===== src/sv/msr_pkg.sv =====
// Shared types and constants for the multisynth ratio encoder.
// No dependencies; used by every module of the block.
package msr_pkg;

  localparam int DenW  = 20;               // width of b, c, P2, P3
  localparam int IntW  = 12;               // width of integer part a
  localparam int FracShift = 7;            // 128 = 2**7
  localparam int DivW  = DenW + FracShift; // dividend 128*b, quotient width
  localparam int P1W   = 18;

  localparam logic [IntW-1:0] PllAMin = 12'd15;
  localparam logic [IntW-1:0] PllAMax = 12'd90;
  localparam logic [IntW-1:0] OutAMin = 12'd4;
  localparam logic [IntW-1:0] OutAMax = 12'd2048;
  localparam logic [P1W-1:0]  P1Offset = 18'd512;
  localparam logic [DenW-1:0] P2Special = 20'd128;
  localparam logic [3:0]      CtrlBase = 4'hF;

  // operation codes
  localparam logic OpPll = 1'b0;
  localparam logic OpOut = 1'b1;

  // configuration register indexes
  localparam logic [1:0] RegRdiv0 = 2'd0;
  localparam logic [1:0] RegRdiv1 = 2'd1;
  localparam logic [1:0] RegRdiv2 = 2'd2;

  // item attributes carried alongside the divider
  typedef struct packed {
    logic            ok;
    logic            op;
    logic            pll;
    logic [1:0]      port;
    logic [IntW-1:0] a;
    logic            bzero;
    logic            special;  // output, c = 1, b != 0
  } meta_t;

  // one slot of the divider chain
  typedef struct packed {
    logic [DenW-1:0] rem;
    logic [DivW-1:0] dq;   // dividend bits shifting out, quotient bits in
    logic [DenW-1:0] den;
    meta_t           meta;
  } slot_t;

endpackage


===== src/sv/msr_div_cell.sv =====
// One restoring-division cell: resolves one quotient bit per transaction.
// Depends on msr_pkg.
module msr_div_cell import msr_pkg::*; (
  input  logic  clk,
  input  logic  rst,
  input  logic  in_valid,
  input  slot_t in_slot,
  output logic  out_valid,
  output slot_t out_slot
);

  logic [DenW:0] trial;
  logic [DenW:0] diff;
  logic          ge;
  slot_t         slot_next;

  always_comb begin
    trial = {in_slot.rem, in_slot.dq[DivW-1]};
    diff  = trial - {1'b0, in_slot.den};
    ge    = trial >= {1'b0, in_slot.den};
    slot_next      = in_slot;
    slot_next.rem  = ge ? diff[DenW-1:0] : trial[DenW-1:0];
    slot_next.dq   = {in_slot.dq[DivW-2:0], ge};
  end

  always_ff @(posedge clk) begin
    if (rst) begin
      out_valid <= 1'b0;
    end else begin
      out_valid <= in_valid;
    end
  end

  always_ff @(posedge clk) begin
    out_slot <= slot_next;
  end

endmodule


===== src/sv/msr_pack.sv =====
// Output stage: forms P1/P2/P3, merges R divider, packs the register bytes.
// Depends on msr_pkg.
module msr_pack import msr_pkg::*; (
  input  logic            clk,
  input  logic            rst,
  input  logic            in_valid,
  input  slot_t           in_slot,
  input  logic [2:0]      rdiv0,
  input  logic [2:0]      rdiv1,
  input  logic [2:0]      rdiv2,
  output logic            done,
  output logic            accepted,
  output logic [2:0]      target,
  output logic [63:0]     reg_bytes,
  output logic [7:0]      clock_control,
  output logic [P1W-1:0]  p1_value,
  output logic [DenW-1:0] p2_value,
  output logic [DenW-1:0] p3_value
);

  meta_t           m;
  logic [P1W-1:0]  p1;
  logic [DenW-1:0] p2;
  logic [DenW-1:0] p3;
  logic [2:0]      r;
  logic [2:0]      target_next;
  logic [7:0]      ctrl_next;
  logic [63:0]     bytes_next;

  always_comb begin
    m  = in_slot.meta;
    // c = 1 gives q = 128b, so P1 is shared with the special case
    p1 = {m.a[P1W-FracShift-1:0], {FracShift{1'b0}}} + in_slot.dq[P1W-1:0] - P1Offset;
    p2 = m.special ? (in_slot.dq[DenW-1:0] - P2Special) : in_slot.rem;
    p3 = in_slot.den;
    case (m.port)
      RegRdiv0: r = rdiv0;
      RegRdiv1: r = rdiv1;
      default:  r = rdiv2;
    endcase
    if (m.op == OpPll) begin
      r = 3'd0;
    end
    target_next = (m.op == OpOut) ? (3'd2 + {1'b0, m.port}) : {2'b00, m.pll};
    ctrl_next   = (m.op == OpOut) ? {1'b0, m.bzero, m.pll, 1'b0, CtrlBase} : 8'h00;
    bytes_next  = {p3[15:0], 1'b0, r, 2'b00, p1[17:16], p1[15:0],
                   p3[19:16], p2[19:16], p2[15:0]};
  end

  always_ff @(posedge clk) begin
    if (rst) begin
      done <= 1'b0;
    end else begin
      done <= in_valid;
    end
  end

  always_ff @(posedge clk) begin
    if (m.ok) begin
      accepted      <= 1'b1;
      target        <= target_next;
      reg_bytes     <= bytes_next;
      clock_control <= ctrl_next;
      p1_value      <= p1;
      p2_value      <= p2;
      p3_value      <= p3;
    end else begin
      accepted      <= 1'b0;
      target        <= 3'd0;
      reg_bytes     <= 64'd0;
      clock_control <= 8'd0;
      p1_value      <= '0;
      p2_value      <= '0;
      p3_value      <= '0;
    end
  end

endmodule


===== src/sv/multisynth_ratio_encoder.sv =====
// Top level of the multisynth ratio encoder: input check stage, divider
// chain of msr_div_cell, msr_pack output stage. Depends on msr_pkg.
// Result path: the input register loads on the accepting edge, then 27
//   divider cells, one per quotient bit of 128*b/c, then the output
//   register, whose load raises done.
// Throughput: one transaction per cycle; busy is always low.
// Reset (rst, synchronous): clears R divider codes and all valid bits.
module multisynth_ratio_encoder import msr_pkg::*; (
  input  logic            clk,
  input  logic            rst,
  // command channel
  input  logic            start,
  output logic            busy,
  input  logic            op,
  input  logic            pll_select,
  input  logic [1:0]      port,
  input  logic [IntW-1:0] integer_part,
  input  logic [DenW-1:0] numerator,
  input  logic [DenW-1:0] denominator,
  // configuration write port
  input  logic            cfg_we,
  input  logic [1:0]      cfg_index,
  input  logic [2:0]      cfg_data,
  // result channel (one-cycle strobe, cannot be stalled)
  output logic            done,
  output logic            accepted,
  output logic [2:0]      target,
  output logic [63:0]     reg_bytes,
  output logic [7:0]      clock_control,
  output logic [P1W-1:0]  p1_value,
  output logic [DenW-1:0] p2_value,
  output logic [DenW-1:0] p3_value
);

  // Pipeline never stalls, so a command is taken every cycle.
  assign busy = 1'b0;

  // ---------------- R divider registers ----------------
  // Index 3 has no register; such writes are dropped.
  logic [2:0] rdiv0, rdiv1, rdiv2;

  always_ff @(posedge clk) begin
    if (rst) begin
      rdiv0 <= 3'd0;
      rdiv1 <= 3'd0;
      rdiv2 <= 3'd0;
    end else if (cfg_we) begin
      case (cfg_index)
        RegRdiv0: rdiv0 <= cfg_data;
        RegRdiv1: rdiv1 <= cfg_data;
        RegRdiv2: rdiv2 <= cfg_data;
        default:  ;
      endcase
    end
  end

  // ---------------- input stage ----------------
  // Range checks and special-case flags are resolved here so the cells
  // only carry them along.
  logic  range_ok;
  slot_t in_next;

  always_comb begin
    if (op == OpPll) begin
      range_ok = (integer_part >= PllAMin) && (integer_part <= PllAMax);
    end else begin
      range_ok = (port <= 2'd2) && (integer_part >= OutAMin) &&
                 (integer_part <= OutAMax);
    end
    in_next.meta.ok      = range_ok && (denominator != '0);
    in_next.meta.op      = op;
    in_next.meta.pll     = pll_select;
    in_next.meta.port    = port;
    in_next.meta.a       = integer_part;
    in_next.meta.bzero   = (numerator == '0);
    // output divider with c = 1 and nonzero b: P2 = 128b - 128
    in_next.meta.special = (op == OpOut) && (numerator != '0) &&
                           (denominator == DenW'(1));
    in_next.rem = '0;
    in_next.dq  = {numerator, {FracShift{1'b0}}};   // dividend 128*b
    in_next.den = denominator;
  end

  // stage[0] is the input register, stage[k+1] the output of cell k
  logic  vld   [0:DivW];
  slot_t stage [0:DivW];

  always_ff @(posedge clk) begin
    if (rst) begin
      vld[0] <= 1'b0;
    end else begin
      vld[0] <= start && !busy;
    end
  end

  always_ff @(posedge clk) begin
    stage[0] <= in_next;
  end

  // ---------------- divider chain ----------------
  // Each cell shifts in one dividend bit, does one trial subtract of c and
  // shifts one quotient bit in. After DivW cells dq holds floor(128b/c)
  // and rem holds 128b mod c.
  for (genvar k = 0; k < DivW; k++) begin : g_cell
    msr_div_cell u_cell (
      .clk       (clk),
      .rst       (rst),
      .in_valid  (vld[k]),
      .in_slot   (stage[k]),
      .out_valid (vld[k+1]),
      .out_slot  (stage[k+1])
    );
  end

  // ---------------- output stage ----------------
  // The user must change config only while idle; the block does not enforce it. Live R codes are used here.
  msr_pack u_pack (
    .clk           (clk),
    .rst           (rst),
    .in_valid      (vld[DivW]),
    .in_slot       (stage[DivW]),
    .rdiv0         (rdiv0),
    .rdiv1         (rdiv1),
    .rdiv2         (rdiv2),
    .done          (done),
    .accepted      (accepted),
    .target        (target),
    .reg_bytes     (reg_bytes),
    .clock_control (clock_control),
    .p1_value      (p1_value),
    .p2_value      (p2_value),
    .p3_value      (p3_value)
  );

endmodule


===== config.mk =====
export PLATFORM = sky130hd
export DESIGN_NAME = multisynth_ratio_encoder
export DESIGN_NICKNAME = d
export VERILOG_FILES = /design/src/sv/msr_pkg.sv /design/src/sv/msr_div_cell.sv /design/src/sv/msr_pack.sv /design/src/sv/multisynth_ratio_encoder.sv
export SDC_FILE = /design/constraint.sdc
export NUM_CORES = 2
export LEC_CHECK = 0
export BUFFER_PORTS_ARGS = -buffer_cell sky130_fd_sc_hd__buf_2
export CAP_MARGIN = 20
export CORE_ASPECT_RATIO = 1.25
export CORE_UTILIZATION = 40
export CTS_CLUSTER_SIZE = 28
export DETAILED_ROUTE_END_ITERATION = 7
export GPL_TIMING_DRIVEN = 0
export HOLD_SLACK_MARGIN = 0.08
export PLACE_DENSITY_LB_ADDON = 0.25
export SETUP_SLACK_MARGIN = 0.15
export SYNTH_ARGS = -nofsm -noshare
export SYNTH_HDL_FRONTEND = slang
export SYNTH_SLANG_ARGS = --single-unit

===== constraint.sdc =====
create_clock -name clk -period 8 [get_ports clk]
set_input_delay 0.8 -clock clk [delete_from_list [all_inputs] [get_ports clk]]
set_output_delay 0.8 -clock clk [all_outputs]
set_load 0.05 [all_outputs]

# After elaboration in Yosys (flattened, before gate mapping)
# Index checks and enable logic that the tools add are counted.
# word_totals
out_inout_bits	136
reg_bits	2308
wordCells	445
input_bits	65
# op_classes
n_eq_ne	4
n_addsub	31
n_reduce_logical	15
magnitude_cmp	32
muxes	33
# ops
operator	count
$ge 21x20->1	26
$mux 20	27
$sub 20x20->20	26
$reduce_bool 20->1	2
$eq 20x1->1 const B	1
$ge 1x20->1	1
$logic_not 20->1	1
$sub 1x20->20	1
$sub 20x8->20 const B	1
$add 18x18->18	1
$sub 18x10->18 const B	1
$ge 12x3->1 const B	1
$ge 12x4->1 const B	1
$le 12x12->1 const B	1
$le 12x7->1 const B	1
$reduce_and 2->1	4
$logic_and 1x1->1	6
$pmux 3 s2	1
$eq 2x1->1 const B	2
$logic_not 2->1	2
$mux 1	4
$mux 4	1
$add 2x2->3 const A	1
$eq 2x2->1 const B	1
$le 2x2->1 const B	1

# Longest topological paths before layout
# logic_depth
depth_word	5
ltp_mapped	14
mapped_depth_nobuf	13

# Cells and area by module
# Synthesis repeated with hierarchy kept, for this count alone.
# unflattened
hier_cells	8401
area_unflattened_um2	88593.7
# modules_own_cells
module	cells_per_inst	area_per_inst_um2	n_inst	seq_area_each_um2
msr_div_cell (g_cell[13].u_cell ...)	294	3078.0	17	1741.7
msr_div_cell (g_cell[0].u_cell ...)	291	3078.0	8	1741.7
msr_pack	365	3357.0	1	1381.3
msr_div_cell (g_cell[23].u_cell)	305	3308.2	1	1741.7
msr_div_cell (g_cell[20].u_cell)	280	3200.6	1	1741.7
multisynth_ratio_encoder	125	1779.2	1	1381.3

# Worst setup path before layout
# No wires, ideal clock.
# synth_timing
path_type	reg-to-reg
startpoint	reg g_cell[7].u_cell.out_slot[20] (netlist name)
endpoint	reg g_cell[8].u_cell.out_slot[69] (netlist name)
period_less_slack_ns	2.862
setup_ns	0.121
setup_slack_ns	5.138
t_arrival_ns	2.741
path_buffers	1
path_stages_with_launch	12
t_required_ns	7.879
cell_sequence	dfxtp_1 inv_1 ha_1 nor2b_1 o31a_1 a21oi_1 a31oi_1 a221oi_1 a21oi_1 a2111oi_2 buf_2 mux2_2
# synth_rtl
item	line	rtl
start: declaration	msr_div_cell.sv:9	output slot_t out_slot
start signal: assignment	msr_div_cell.sv:35	out_slot <= slot_next;
end signal: assignment	msr_div_cell.sv:35	
end: declaration	msr_div_cell.sv:9	

==> out/qor.csv <==
stage,metric,value,unit
run_status,run_status,finished clean,
final_layout,utilization,46.79,%
hold_path,holdCritStartpoint,integer_part[2],
placed_design,dp_hpwl,138.4,mm
detailed_routing,postRouteAntennaNets,0,
sta,finalCritPeriodShare,51.38,%
placed_design,gp_congestion,0.8976,
sta,worst_pin_slew,1.086,ns
critical_path,required,8.64,ns
die,die_w,395.0,um
detailed_routing,drc_errors,0,
critical_path,r2r_setup_slack,3.89,ns
sta,maxSlewHeadroom,27.63,%
grt,grt_pass1_vias,51510,
final_layout,fillers,17740,
yosys,ys_seq_elements,2130,
hold_path,hp-class,input port to register,
yosys,syn_area,77220,um^2
die,dieArea,194800,um^2
die,start_util,40.42,%
grt,grt_first_pass_wirelength,277.2,mm
power,power.internal,21.61,mW
power,clkPwrFrac,32.8,%
sta,finalMaxSlewViolations,0,
placed_design,port_buffers,193,
critical_path,path_max_fanout,10,
final_layout,finalNetCount,8525,
power,switchingPower,9.905,mW
sta,hold_violations,0,
clocking,clk_latency,0.86,ns
critical_path,rr_startpoint,g_cell[2].u_cell.out_slot[20],
sta,period_minus_slack,4.111,ns
clocking,clkSinkCount,2130,
yosys,asyncSetResetFlopFracSynth,0,%
clocking,clk_pin_slew_worst_paths,0.06,ns
die,coreArea,191000,um^2
sta,max_freq,243.3,MHz
clocking,ctsHoldBuffers,52,
yosys,synth-main-ff-cell,dfxtp_1,
clocking,cts-buffers-inserted,203,
power,p_seq_share,40.4,%
clocking,clock_path_buffers,3,
run,cap_violations,0,
detailed_routing,dr.pass1.iters,5,
die,io_pins,201,
detailed_routing,routed_wl,176.9,mm
sta,setup_violations,0,
yosys,yosysWarningCount,0,
power,power_density,352.5,nW/um^2
grt,track_usage,17.93,%
final_layout,area_growth,15.76,%
critical_path,setup.worst_path.class,register to register,
detailed_routing,drt_iter0_drc,2534,
grt,antenna_found_initial,8,
power,power_frac_comb,26.8,%
grt,grt_overflow,0,
yosys,postSynthAreaPerCell,10.39,um^2
sta,fin_worst_skew,0.05766,ns
final_layout,final_common_cell,dfxtp_1,
yosys,synth_cell_types,88,
grt,grt_max_degree,17,
detailed_routing,dr_total_vias,51140,
detailed_routing,wl_per_cell,16.67,um
sta,setup_tns,0,ns
sta,rsz0062_at_grt,false,
critical_path,crit_start,g_cell[2].u_cell.out_slot[20],
critical_path,critPathCaptureType,register,
die,std_cell_rows,179,
clocking,cts_tree,built,
power,leakage,41.11,nW
critical_path,critPathLaunchType,register,
yosys,synthCells,7434,
detailed_routing,via_per_inst,4.821,
clocking,post_cts_resized,0,
power,netSwitchingFraction,31.43,%
clocking,root_buffer,clkbuf_16,
power,peakVddDrop,0.2571,mV
yosys,yosysSeqAreaShare,55.22,%
clocking,cts-htree-levels,4,
final_layout,drive_gt1_share,10.50,%
yosys,synth_edf_count,0,
critical_path,critPathArrivalTime,4.75,ns
die,chipHeight,493.2,um
clocking,post_cts_buffers,0,
final_layout,layout_common_cells,"dfxtp_1 (2130), inv_1 (712), ha_1 (542)",
==> cell families (layout without fill, tap and decap cells) <==
family | count (synthesis) | after routing | share of synthesized area [%]
flip-flops | 2130 | 2130 | 55.22
AO/OA/AOI/OAI | 1633 | 1633 | 13.13
AND/OR/NAND/NOR | 1557 | 1557 | 9.599
buffers and inverters | 919 | 1547 | 4.861
adder cells (fa/ha/maj) | 569 | 569 | 9.482
XOR/XNOR | 425 | 425 | 4.821
multiplexers | 200 | 200 | 2.884
other | 1 | 13 | 0.004856
==> critical path, stage by stage (launching register included) <==
cell and delay, ns:
dfxtp_1 0.34, inv_1 0.08, ha_1 0.30, nor2b_1 0.14, o21a_1 0.14, o21ai_0 0.14
a21oi_1 0.39, a211o_1 0.23, nand2_1 0.08, o21ai_0 0.71, clkbuf_1 0.60, clkbuf_1 0.54
a21oi_1 0.20
==> path summary, 6_finish.rpt <==
kind                            depth (start not counted)                       endpoint
worst min-delay path                                    1                    stage[2326]
worst max register to register                         12  g_cell[3].u_cell.out_slot[85]
worst max-delay path                                   12  g_cell[3].u_cell.out_slot[85]
worst min register to register                          0  g_cell[11].u_cell.out_slot[0]
==> sequential cells by signal, indices dropped and copies added, names as in the netlist, 6 cells and up <==
name and count:
u_pack.reg_bytes 6, u_pack.p1_value 17, u_pack.p2_value 19, stage 58, u_pack.p3_value 19, g_cell.u_cell.out_slot 1966
g_cell.u_cell.out_valid 27
==> layout make-up <==
cell class,count,area (um^2),area share [%]
flip-flops and latches,2130,42640,47.70
multi-input cells,4390,30840,34.50
clock buffers,260,5615,6.282
well taps,2534,3171,3.547
inverters,715,2684,3.003
clock inverters,121,1844,2.063
repair buffers,247,1501,1.680
plain buffers,204,1070,1.197
diodes,7,17.52,0.01960
==> stage by stage <==
stage / power, mW / instances / hold WS [ns] / cell area [um^2] / setup WS, ns
after floorplan: 19.00 / 7439 / 0.3096 / 77240 / 5.138
after global placement: 21.35 / 10170 / 0.3095 / 81370 / 3.915
after detailed placement: 21.40 / 10170 / 0.3121 / 81390 / 3.876
after CTS: 31.92 / 10600 / 0.08632 / 89370 / 3.796
after global routing: 33.34 / 10610 / 0.09620 / 89390 / 3.628
final: 31.51 / 10610 / 0.1648 / 89390 / 3.889
==> cell usage after synthesis, types with 12 or more instances <==
master | count | area [um^2]
mux2_2 | 156 | 1757
a31oi_1 | 44 | 275.3
nor4_1 | 40 | 250.2
ha_1 | 542 | 6782
a211o_1 | 12 | 105.1
and4_1 | 23 | 201.4
xnor2_1 | 255 | 2233
a221oi_1 | 14 | 122.6
nand3_1 | 106 | 530.5
o21bai_1 | 49 | 367.9
a21oi_1 | 446 | 2232
a311oi_1 | 12 | 105.1
o21a_1 | 61 | 457.9
nand4_1 | 55 | 344.1
and3_1 | 51 | 319.1
or2_2 | 13 | 81.33
nor2_1 | 371 | 1393
a21o_1 | 220 | 1652
buf_4 | 70 | 525.5
o31ai_1 | 40 | 300.3
dfxtp_1 | 2130 | 42640
nor2b_1 | 114 | 713.2
and2_1 | 51 | 319.1
mux2i_1 | 38 | 380.4
inv_1 | 712 | 2673
a211oi_1 | 48 | 360.4
nand2_1 | 517 | 1941
fa_1 | 27 | 540.5
or3_1 | 24 | 150.1
xor2_1 | 170 | 1489
nand2b_1 | 64 | 400.4
a21boi_0 | 34 | 255.2
clkbuf_1 | 106 | 397.9
nor3_1 | 84 | 420.4
o21ai_0 | 482 | 2412
buf_2 | 21 | 105.1
o211ai_1 | 37 | 277.8
==> metal layers <==
metal  global-route usage, %  vias up  routed length, um
met3                   2.595      335               6421
met5                       0        -                  0
met4                   8.029        0               7547
met2                   33.45     1015              91430
met1                   19.97    23700              71480
li1                        -    26090                  -
==> power groups by stage <==
| stage | Combinational, mW | Sequential (mW) | Clock, mW |
|---|---|---|---|
| finish | 8.44 | 12.7 | 10.3 |
| global route | 9.36 | 12.9 | 11.1 |
| CTS | 8.47 | 12.8 | 10.7 |
| detailed placement | 8.40 | 13.0 | 0 |
| global placement | 8.36 | 13.0 | 0 |
| floorplan | 6.23 | 12.8 | 0 |
Note: power is estimated with default switching activity, not from simulation.
